==> src/hdl/tes_pkg.sv <==
// Shared constants, codes and control types of the token entropy scorer.
package tes_pkg;

  localparam int MAX_SEQ_DEF      = 4096;
  localparam int VOCAB_DEPTH_DEF  = 32768;
  localparam int MAX_CHANNELS_DEF = 256;

  localparam int TPC_W      = 13;
  localparam int VOC_REG_W  = 16;
  localparam int NCH_W      = 9;
  localparam int CFG_IDX_W  = 2;
  localparam int CFG_DATA_W = 16;

  localparam logic [CFG_IDX_W-1:0] CFG_TPC = 2'd0;
  localparam logic [CFG_IDX_W-1:0] CFG_VOC = 2'd1;
  localparam logic [CFG_IDX_W-1:0] CFG_NCH = 2'd2;

  localparam logic [TPC_W-1:0]     TPC_RST = 13'd1;
  localparam logic [VOC_REG_W-1:0] VOC_RST = 16'd32000;
  localparam logic [NCH_W-1:0]     NCH_RST = 9'd1;

  localparam int TAG_W     = 9;
  localparam int SUM_W     = 48;
  localparam int LN_W      = 32;
  localparam int LN_FRAC_W = 28;
  localparam int LN_SHIFT  = 36;
  localparam logic [31:0] LN2_Q32 = 32'hB17217F8;

  localparam int SCORE_W   = 16;
  localparam int SCORE_ONE = 32768;
  localparam int TE_FLAT   = 8192;
  localparam int Q14_SHIFT = 14;
  localparam int OUT_CH_W  = 8;

  typedef enum logic [1:0] {LN_COUNT, LN_LEN, LN_MIN} ln_sel_e;
  typedef enum logic [1:0] {DS_MEAN, DS_TE, DS_TU} div_sel_e;

  typedef struct packed {
    logic     clr_init;
    logic     clr_step;
    logic     tok_load;
    logic     mem_read;
    logic     look_load;
    logic     ln_start;
    ln_sel_e  ln_sel;
    logic     term_load;
    logic     hist_upd;
    logic     pos_step;
    logic     lnl_load;
    logic     div_start;
    div_sel_e div_sel;
    logic     mean_load;
    logic     te_load;
    logic     te_const;
    logic     score_load;
    logic     out_load;
  } cmd_t;

  typedef struct packed {
    logic tok_ok;
    logic ln_done;
    logic div_done;
    logic chan_end;
    logic m_le1;
    logic clr_last;
    logic epoch_wrap;
    logic out_free;
  } stat_t;

endpackage

==> src/hdl/tes_ctrl.sv <==
// Controller: sequences the clearing pass, each token's histogram update and the channel score.
module tes_ctrl (
  input  logic           clk_i,
  input  logic           rst_ni,
  input  logic           in_valid_i,
  output logic           in_stall_o,
  output tes_pkg::cmd_t  cmd_o,
  input  tes_pkg::stat_t stat_i
);

  typedef enum logic [12:0] {
    ST_CLEAR = 13'b0000000000001,
    ST_IDLE  = 13'b0000000000010,
    ST_READ  = 13'b0000000000100,
    ST_LOOK  = 13'b0000000001000,
    ST_LNC   = 13'b0000000010000,
    ST_UPD   = 13'b0000000100000,
    ST_POS   = 13'b0000001000000,
    ST_LNL   = 13'b0000010000000,
    ST_DMEAN = 13'b0000100000000,
    ST_LNM   = 13'b0001000000000,
    ST_DTE   = 13'b0010000000000,
    ST_DTU   = 13'b0100000000000,
    ST_SCORE = 13'b1000000000000
  } state_e;

  state_e state_q, state_d;

  always_comb begin
    state_d = state_q;
    cmd_o   = '0;
    in_stall_o = 1'b1;
    case (state_q)
      ST_CLEAR: begin
        cmd_o.clr_step = 1'b1;
        if (stat_i.clr_last) state_d = ST_IDLE;
      end
      ST_IDLE: begin
        in_stall_o = 1'b0;
        if (in_valid_i) begin
          cmd_o.tok_load = 1'b1;
          state_d = ST_READ;
        end
      end
      ST_READ: begin
        if (stat_i.tok_ok) begin
          cmd_o.mem_read = 1'b1;
          state_d = ST_LOOK;
        end else begin
          state_d = ST_POS;
        end
      end
      ST_LOOK: begin
        cmd_o.look_load = 1'b1;
        cmd_o.ln_start  = 1'b1;
        cmd_o.ln_sel    = tes_pkg::LN_COUNT;
        state_d = ST_LNC;
      end
      ST_LNC: begin
        if (stat_i.ln_done) begin
          cmd_o.term_load = 1'b1;
          state_d = ST_UPD;
        end
      end
      ST_UPD: begin
        cmd_o.hist_upd = 1'b1;
        state_d = ST_POS;
      end
      ST_POS: begin
        cmd_o.pos_step = 1'b1;
        if (stat_i.chan_end) begin
          cmd_o.ln_start = 1'b1;
          cmd_o.ln_sel   = tes_pkg::LN_LEN;
          state_d = ST_LNL;
        end else begin
          state_d = ST_IDLE;
        end
      end
      ST_LNL: begin
        if (stat_i.ln_done) begin
          cmd_o.lnl_load  = 1'b1;
          cmd_o.div_start = 1'b1;
          cmd_o.div_sel   = tes_pkg::DS_MEAN;
          state_d = ST_DMEAN;
        end
      end
      ST_DMEAN: begin
        if (stat_i.div_done) begin
          cmd_o.mean_load = 1'b1;
          if (stat_i.m_le1) begin
            cmd_o.te_load   = 1'b1;
            cmd_o.te_const  = 1'b1;
            cmd_o.div_start = 1'b1;
            cmd_o.div_sel   = tes_pkg::DS_TU;
            state_d = ST_DTU;
          end else begin
            cmd_o.ln_start = 1'b1;
            cmd_o.ln_sel   = tes_pkg::LN_MIN;
            state_d = ST_LNM;
          end
        end
      end
      ST_LNM: begin
        cmd_o.ln_sel = tes_pkg::LN_MIN;
        if (stat_i.ln_done) begin
          cmd_o.div_start = 1'b1;
          cmd_o.div_sel   = tes_pkg::DS_TE;
          state_d = ST_DTE;
        end
      end
      ST_DTE: begin
        if (stat_i.div_done) begin
          cmd_o.te_load   = 1'b1;
          cmd_o.div_start = 1'b1;
          cmd_o.div_sel   = tes_pkg::DS_TU;
          state_d = ST_DTU;
        end
      end
      ST_DTU: begin
        if (stat_i.div_done) begin
          cmd_o.score_load = 1'b1;
          state_d = ST_SCORE;
        end
      end
      ST_SCORE: begin
        if (stat_i.out_free) begin
          cmd_o.out_load = 1'b1;
          // The tag epoch runs out here, so every tag is wiped before the next token.
          if (stat_i.epoch_wrap) begin
            cmd_o.clr_init = 1'b1;
            state_d = ST_CLEAR;
          end else begin
            state_d = ST_IDLE;
          end
        end
      end
      default: state_d = ST_IDLE;
    endcase
  end

  always_ff @(posedge clk_i or negedge rst_ni) begin
    if (!rst_ni) state_q <= ST_CLEAR;
    else state_q <= state_d;
  end

endmodule

==> config.mk <==
export PLATFORM = sky130hd
export DESIGN_NAME = tes_ctrl
export DESIGN_NICKNAME = d
export VERILOG_FILES = /design/src/hdl/tes_pkg.sv /design/src/hdl/tes_ctrl.sv
export SDC_FILE = /design/constraint.sdc
export NUM_CORES = 1
export LEC_CHECK = 0
export BUFFER_PORTS_ARGS = -buffer_cell sky130_fd_sc_hd__buf_2
export CAP_MARGIN = 0
export CORE_UTILIZATION = 51
export DETAILED_ROUTE_END_ITERATION = 16
export MAX_ROUTING_LAYER = met4
export PLACE_DENSITY = 0.79
export SYNTH_ARGS = -nofsm -noshare
export SYNTH_HDL_FRONTEND = slang
export SYNTH_SLANG_ARGS = --single-unit
==> constraint.sdc <==
create_clock -name clk_i -period 2.5 [get_ports clk_i]
set_input_delay 0.125 -clock clk_i [delete_from_list [all_inputs] [get_ports clk_i]]
set_output_delay 0.125 -clock clk_i [all_outputs]
set_load 0.005 [all_outputs]
==> key figures, run 1 <==
GRT
  • GRT Residual Overflow: 0
  • First-pass GRT wire length: 3.83 mm
  • GRT Total Usage: 0.250
  • Pin count of the biggest net entering global routing: 14
  • Vias in the first global route: ~850
  • Initial antenna violation count: 0

Clock tree
  • Clock root buffer master: clkbuf_4
  • Clk_lat worst skew: 0.28 ns
  • Cts repair resizes: 0
  • CTS max path bufs: 2
  • Total CTS buffers: 3
  • H-tree Lvls: 1
  • CTS tree: done
  • Clock sinks: 13
  • Reg clk slew, reported paths: 0.08 ns

Synthesis
  • EDFF count, synth: 0
  • Sequential-to-total area share from yosys stat: 0.301
  • Top cells by area, synth: dfrtp_1, nor2_1, inv_1
  • Synth cell types: 42
  • Syn avg cell area: 8.69 sq um
  • Post-synth ARST share: 1.00
  • Count leader, synth: nor2_1
  • Seq cells post-synth: 13
  • Syn Inst Count: 125
  • Synth top area share: 0.276
  • Mapped Area: roughly 1100 sq um
  • Yosys warns: 0
  • Mapped Nets: 136
  • Commonest cells in the netlist: nor2_1, dfrtp_1, inv_1
  • Post-synth top area cell: dfrtp_1
  • Most used DFF post-synth: dfrtp_1

Timing
  • TNS Setup: 0 ns
  • RSZ-0062 raised after global routing: no
  • Slew margin rel.: 0.574
  • Tcrit/Tclk final: 0.942
  • Final hold violations: 0
  • Period minus WS final: ~2.4 ns
  • Max Clock Freq: 0.425 GHz
  • Worst-Margin Slew: between 0.6 and 0.7 ns
  • Min Hold Slack: 0.0301 ns
  • Final setup viols: 0
  • Worst Slack Setup Final: 0.145 ns
  • Setup Skew: 0.00179 ns
  • Slew Limit Fails: 0

Setup path
  • Crit end category: output pin
  • CP Data Arrival Time: 2.23 ns
  • Worst setup SP type: register
  • CP max FO: 6
  • CP required: 2.38 ns
  • Crit path kind: register to output pin

Layout
  • ANT cells: 0
  • Largest regs: state_q x13
  • Area Overhead vs Synth: 16.9%
  • Layout cell share with drive strength beyond 1: 0.335
  • Biggest register: state_q
  • Max reg flops: 13
  • Nets@finish: 170

Floorplan
  • Core area: 1980 sq um
  • Initial Util: 0.548
  • Die Area: between 2000 and 2500 sq um
  • Rows: 16
  • Die width: between 40 and 50 um
  • Die height: 48.1 um
  • I/O pin cnt: 32

Route
  • Vias: 1067
  • DR pass1 iterations: 4
  • Via density: 5.77
  • Post-DRT Antenna Nets: 0
  • Routed WL: 2.66 mm
  • Drt drc: 0
  • Average wire per standard cell: 14.4 um
  • Initial DRC count: 33

Place
  • Final GP Congestion: between 0.8 and 0.9
  • DP Wirelength: between 2 and 2.5 mm
  • Dpl ws: 0.421 ns
  • Number of buffers added on ports: 31

Pwr
  • Peak VDD IR: about 380 uV
  • PwrDens: 667 nW/um^2
  • Seq pwr share: 0.355
  • Clock Power Share: 0.158
  • Leak: 0.680 nW
  • NetSw: around 0.00038 W
  • Sw Share: 0.445
  • Pint: 0.000471 W
  • Combinational share of power: 0.487

Flow run
  • Max Cap Viol: 0

Run status
  • Status: complete, no violations

Worst hold path
  • HP Class: input port to register
-- path summary, 6_finish.rpt --
check / from / endpoint / slack (ns) / cells past startpoint
setup / recovery: state_q[4] / cmd_o[14] / 0.14 / 5
hold / removal: stat_i[7] / state_q[6] / 0.03 / 2
min in group asynchronous: rst_ni / state_q[6] / 0.26 / 2
max in group asynchronous: rst_ni / state_q[0] / 1.96 / 2
setup reg to reg: state_q[1] / state_q[9] / 0.43 / 5
hold reg to reg: state_q[9] / state_q[9] / 0.70 / 1
-- stage by stage --
stage	cells	util	instance area, sq um	total power, W
floorplan	125	-	1090	0.000627
global placement	178	0.615	1220	0.000693
detailed placement	178	0.615	1220	0.000708
CTS	183	0.633	1250	0.000847
global route	185	0.641	1270	0.000907
finish	185	0.641	1270	0.000848
-- metal layers --
metal / part of all wire / up-vias / GRT usage
met5: 0 / - / -
met3: 0.055 / 5 / 0.0407
met1: 0.46 / 494 / 0.336
met2: 0.47 / 45 / 0.373
li1: - / 523 / -
met4: 0.017 / 0 / 0.100
-- kinds of logic (layout without fill, tap and decap cells) --
| logic type | count (synthesis) | after routing | share of synthesized area |
|---|---|---|---|
| muxes | 1 | 1 | 0.0138 |
| and+or+nand+nor | 67 | 67 | 0.408 |
| buffers and inverters | 18 | 51 | 0.100 |
| AOI/OAI and AO/OA | 21 | 21 | 0.137 |
| DFF | 13 | 13 | 0.301 |
| xor gates and xnor gates | 5 | 5 | 0.0403 |
-- critical path, cell delays in order (launching register included) --
cell	delay (ns)
dfrtp_1	0.45
nor4_4	0.51
nand3b_2	0.19
or4_4	0.54
o211ai_1	0.11
buf_2	0.14
-- area by class of cell --
cell class	instances	area, sq um
fill	181	712
timing repair buffer	35	188
tap	27	33.8
clock buffer	4	26.3
inverter	12	45.0
sequential	13	327
multi-input combinational	94	651
-- power groups by stage --
stage	Clock [W]	Sequential, W	Combinational, W
after floorplan	0	0.000249	0.000378
after global placement	0	0.000299	0.000394
after detailed placement	0	0.000303	0.000405
after CTS	0.000138	0.000299	0.000409
after global routing	0.000147	0.000304	0.000455
final	0.000134	0.000301	0.000412
-- cell usage in the layout (no fill, tap or decap), types with 4 or more instances in the layout --
cell type and count:
buf_2 31, nor3_1 6, dfrtp_1 12, nor2_1 14, inv_1 12, xor2_1 5
nand2_1 8, nand3b_1 4, nand4_1 4, nand3_1 4, o21ai_0 6
-- repair_timing --
action	4_1_cts	5_1_grt
setup endpoints to repair	0	1
endpoints found under the hold margin	13	0
setup buffers	0	2
hold buffers	1	0
Power figures use the tool's default switching activity.
==> run 2, diff against run 1 <==
--- a/config.mk
+++ b/config.mk
@@ -7,10 +7,11 @@
 export LEC_CHECK = 0
 export BUFFER_PORTS_ARGS = -buffer_cell sky130_fd_sc_hd__buf_2
 export CAP_MARGIN = 0
-export CORE_UTILIZATION = 51
+export CELL_PAD_IN_SITES_DETAIL_PLACEMENT = 2
+export CELL_PAD_IN_SITES_GLOBAL_PLACEMENT = 2
+export CORE_UTILIZATION = 29
 export DETAILED_ROUTE_END_ITERATION = 16
-export MAX_ROUTING_LAYER = met4
-export PLACE_DENSITY = 0.79
+export PLACE_DENSITY_LB_ADDON = 0.1
 export SYNTH_ARGS = -nofsm -noshare
 export SYNTH_HDL_FRONTEND = slang
 export SYNTH_SLANG_ARGS = --single-unit
==> run 2 against run 1 <==
Against the previous run:
- non-clock buffer count decreased by 1
- die area increased by 72%
- flip-flop and latch count unchanged
- setup slack improved by 0.020 ns
- core utilization decreased by 26 points
==> key figures, run 2 (same netlist as run 1, synthesis figures left out) <==
Route
  • Post-DRT Antenna Nets: 0
  • Vias: 1062
  • DR pass1 iterations: 3
  • Initial DRC count: 48
  • Routed WL: 3.48 mm
  • Via density: 5.23
  • Average wire per standard cell: 17.2 um
  • Drt drc: 0

Layout
  • Biggest register: state_q
  • Area Overhead vs Synth: 20.2%
  • Util after Layout: 0.376
  • Max reg flops: 13
  • Largest regs: state_q x13
  • Layout cell share with drive strength beyond 1: 0.331
  • ANT cells: 0
  • Most frequent cells in the layout: buf_2, nor2_1, inv_1, dfrtp_1, nand2_1
  • Nets@finish: 169
  • Leading cell type in the layout, fill and taps excluded: buf_2

Place
  • Dpl ws: about 0.32 ns
  • DP Wirelength: 2.71 mm
  • Number of buffers added on ports: 31
  • Final GP Congestion: 0.809

Pwr
  • Peak VDD IR: 193 uV
  • NetSw: 0.000408 W
  • Pint: 0.000522 W
  • Design Power: slightly above 0.0009 W
  • Seq pwr share: 0.323
  • Leak: 0.683 nW
  • Combinational share of power: 0.461
  • PwrDens: 713 nW/um^2
  • Sw Share: 0.439
  • Clock Power Share: 0.216

Floorplan
  • Die width: between 60 and 70 um
  • I/O pin cnt: 32
  • Core area: 3470 sq um
  • Rows: 21
  • Die Area: roughly 4000 sq um
  • Die height: about 63 um
  • Initial Util: 0.313

Timing
  • Slew margin rel.: 0.545
  • TNS Setup: 0 ns
  • Worst-Margin Slew: approximately 0.68 ns
  • RSZ-0062 raised after global routing: no
  • Period minus WS final: around 2.3 ns
  • Setup Skew: 0.00335 ns
  • Final hold violations: 0
  • Worst Slack Setup Final: 0.165 ns
  • Slew Limit Fails: 0
  • Final setup viols: 0
  • Max Clock Freq: 0.428 GHz
  • Tcrit/Tclk final: 0.934

Setup path
  • Crit path kind: register to output pin
  • CP max stage delay: approximately 0.54 ns
  • R2R Setup Slk: 0.46 ns
  • CP max FO: 6
  • Worst Reg2Reg Path Length in Cells: 5
  • CP required: roughly 2.4 ns
  • Crit end category: output pin
  • Crit-path cells: nor4_4 -> nand3b_2 -> or4_4 -> o211ai_1 -> buf_2
  • Crit. Startpoint: state_q[5]
  • CP Data Arrival Time: 2.21 ns
  • Worst path slowest cell: or4_4
  • Worst setup SP type: register
  • FF-to-FF Start: state_q[1]

Clock tree
  • Total CTS buffers: 3
  • H-tree Lvls: 1
  • Clock sinks: 13
  • CTS tree: done
  • Cts repair resizes: 0
  • Clk_lat worst skew: 0.25 ns
  • CTS max path bufs: 2
  • Reg clk slew, reported paths: 0.06 ns
  • Clock root buffer master: clkbuf_8

Flow run
  • Max Cap Viol: 0

Worst hold path
  • HP Class: input port to register
  • Hold depth: 2
  • Min-delay src: stat_i[7]

GRT
  • Vias in the first global route: about 1100
  • GRT Total Usage: 0.187
  • Initial antenna violation count: 0
  • First-pass GRT wire length: 5.73 mm
  • GRT Residual Overflow: 0
  • Pin count of the biggest net entering global routing: 14

Run status
  • Status: complete, no violations
run 2: cell count changes in the layout (fill, tap and decap cells not counted), sizes merged:
cell  previous run  this run
buf             34        33
run 2: final cells by class:
cell class                      instances  area [sq um]
Sequential cell                        13           327
Inverter                               12          45.0
Fill cell                             413          2160
Clock buffer                            4          45.0
Timing Repair Buffer                   34           180
Multi-Input combinational cell         94           651
Tap cell                               46          57.6
run 2: final timing paths:
| path | to |
|---|---|
| worst max-delay path | cmd_o[14] |
| worst min-delay path | state_q[6] |
| worst max register to register | state_q[9] |
| worst min register to register | state_q[9] |
| max in group asynchronous | state_q[0] |
| min in group asynchronous | state_q[3] |
run 2: what timing repair did:
action                                 CTS  global route
buffers inserted                         0             1
setup endpoints to repair                0             1
hold buffers                             1             0
endpoints found under the hold margin   12             0
run 2: per-stage QoR:
step | std cells | cell area [sq um] | hold slack (ns)
global placement | 197 | 1240 | 0.0463
finish | 203 | 1310 | 0.0705
CTS | 202 | 1300 | 0.0704
floorplan | 125 | 1090 | -0.171
detailed placement | 197 | 1240 | 0.0521
global route | 203 | 1310 | 0.0779
run 2: worst max-delay path: cells and delay by family, from the launching register on:
family | cells | cell delay, ns
compound gates | 1 | 0.11
flops | 1 | 0.47
buf+inv | 1 | 0.15
simple gates | 3 | 1.23
run 2: per-layer routing:
layer | up-vias | global-route usage | part of all wire
li1 | 513 | - | -
met2 | 21 | 0.325 | 0.49
met3 | 4 | 0.0362 | 0.033
met4 | 0 | 0.0426 | 0.0095
met5 | - | 0 | 0
met1 | 524 | 0.237 | 0.47
run 2: power groups by stage:
stage | Combinational (W) | Clock (W) | Sequential [W]
floorplan | 0.000378 | 0 | 0.000249
global placement | 0.000415 | 0 | 0.000305
detailed placement | 0.000423 | 0 | 0.000306
CTS | 0.000430 | 0.000208 | 0.000302
global route | 0.000474 | 0.000221 | 0.000309
finish | 0.000429 | 0.000201 | 0.000300
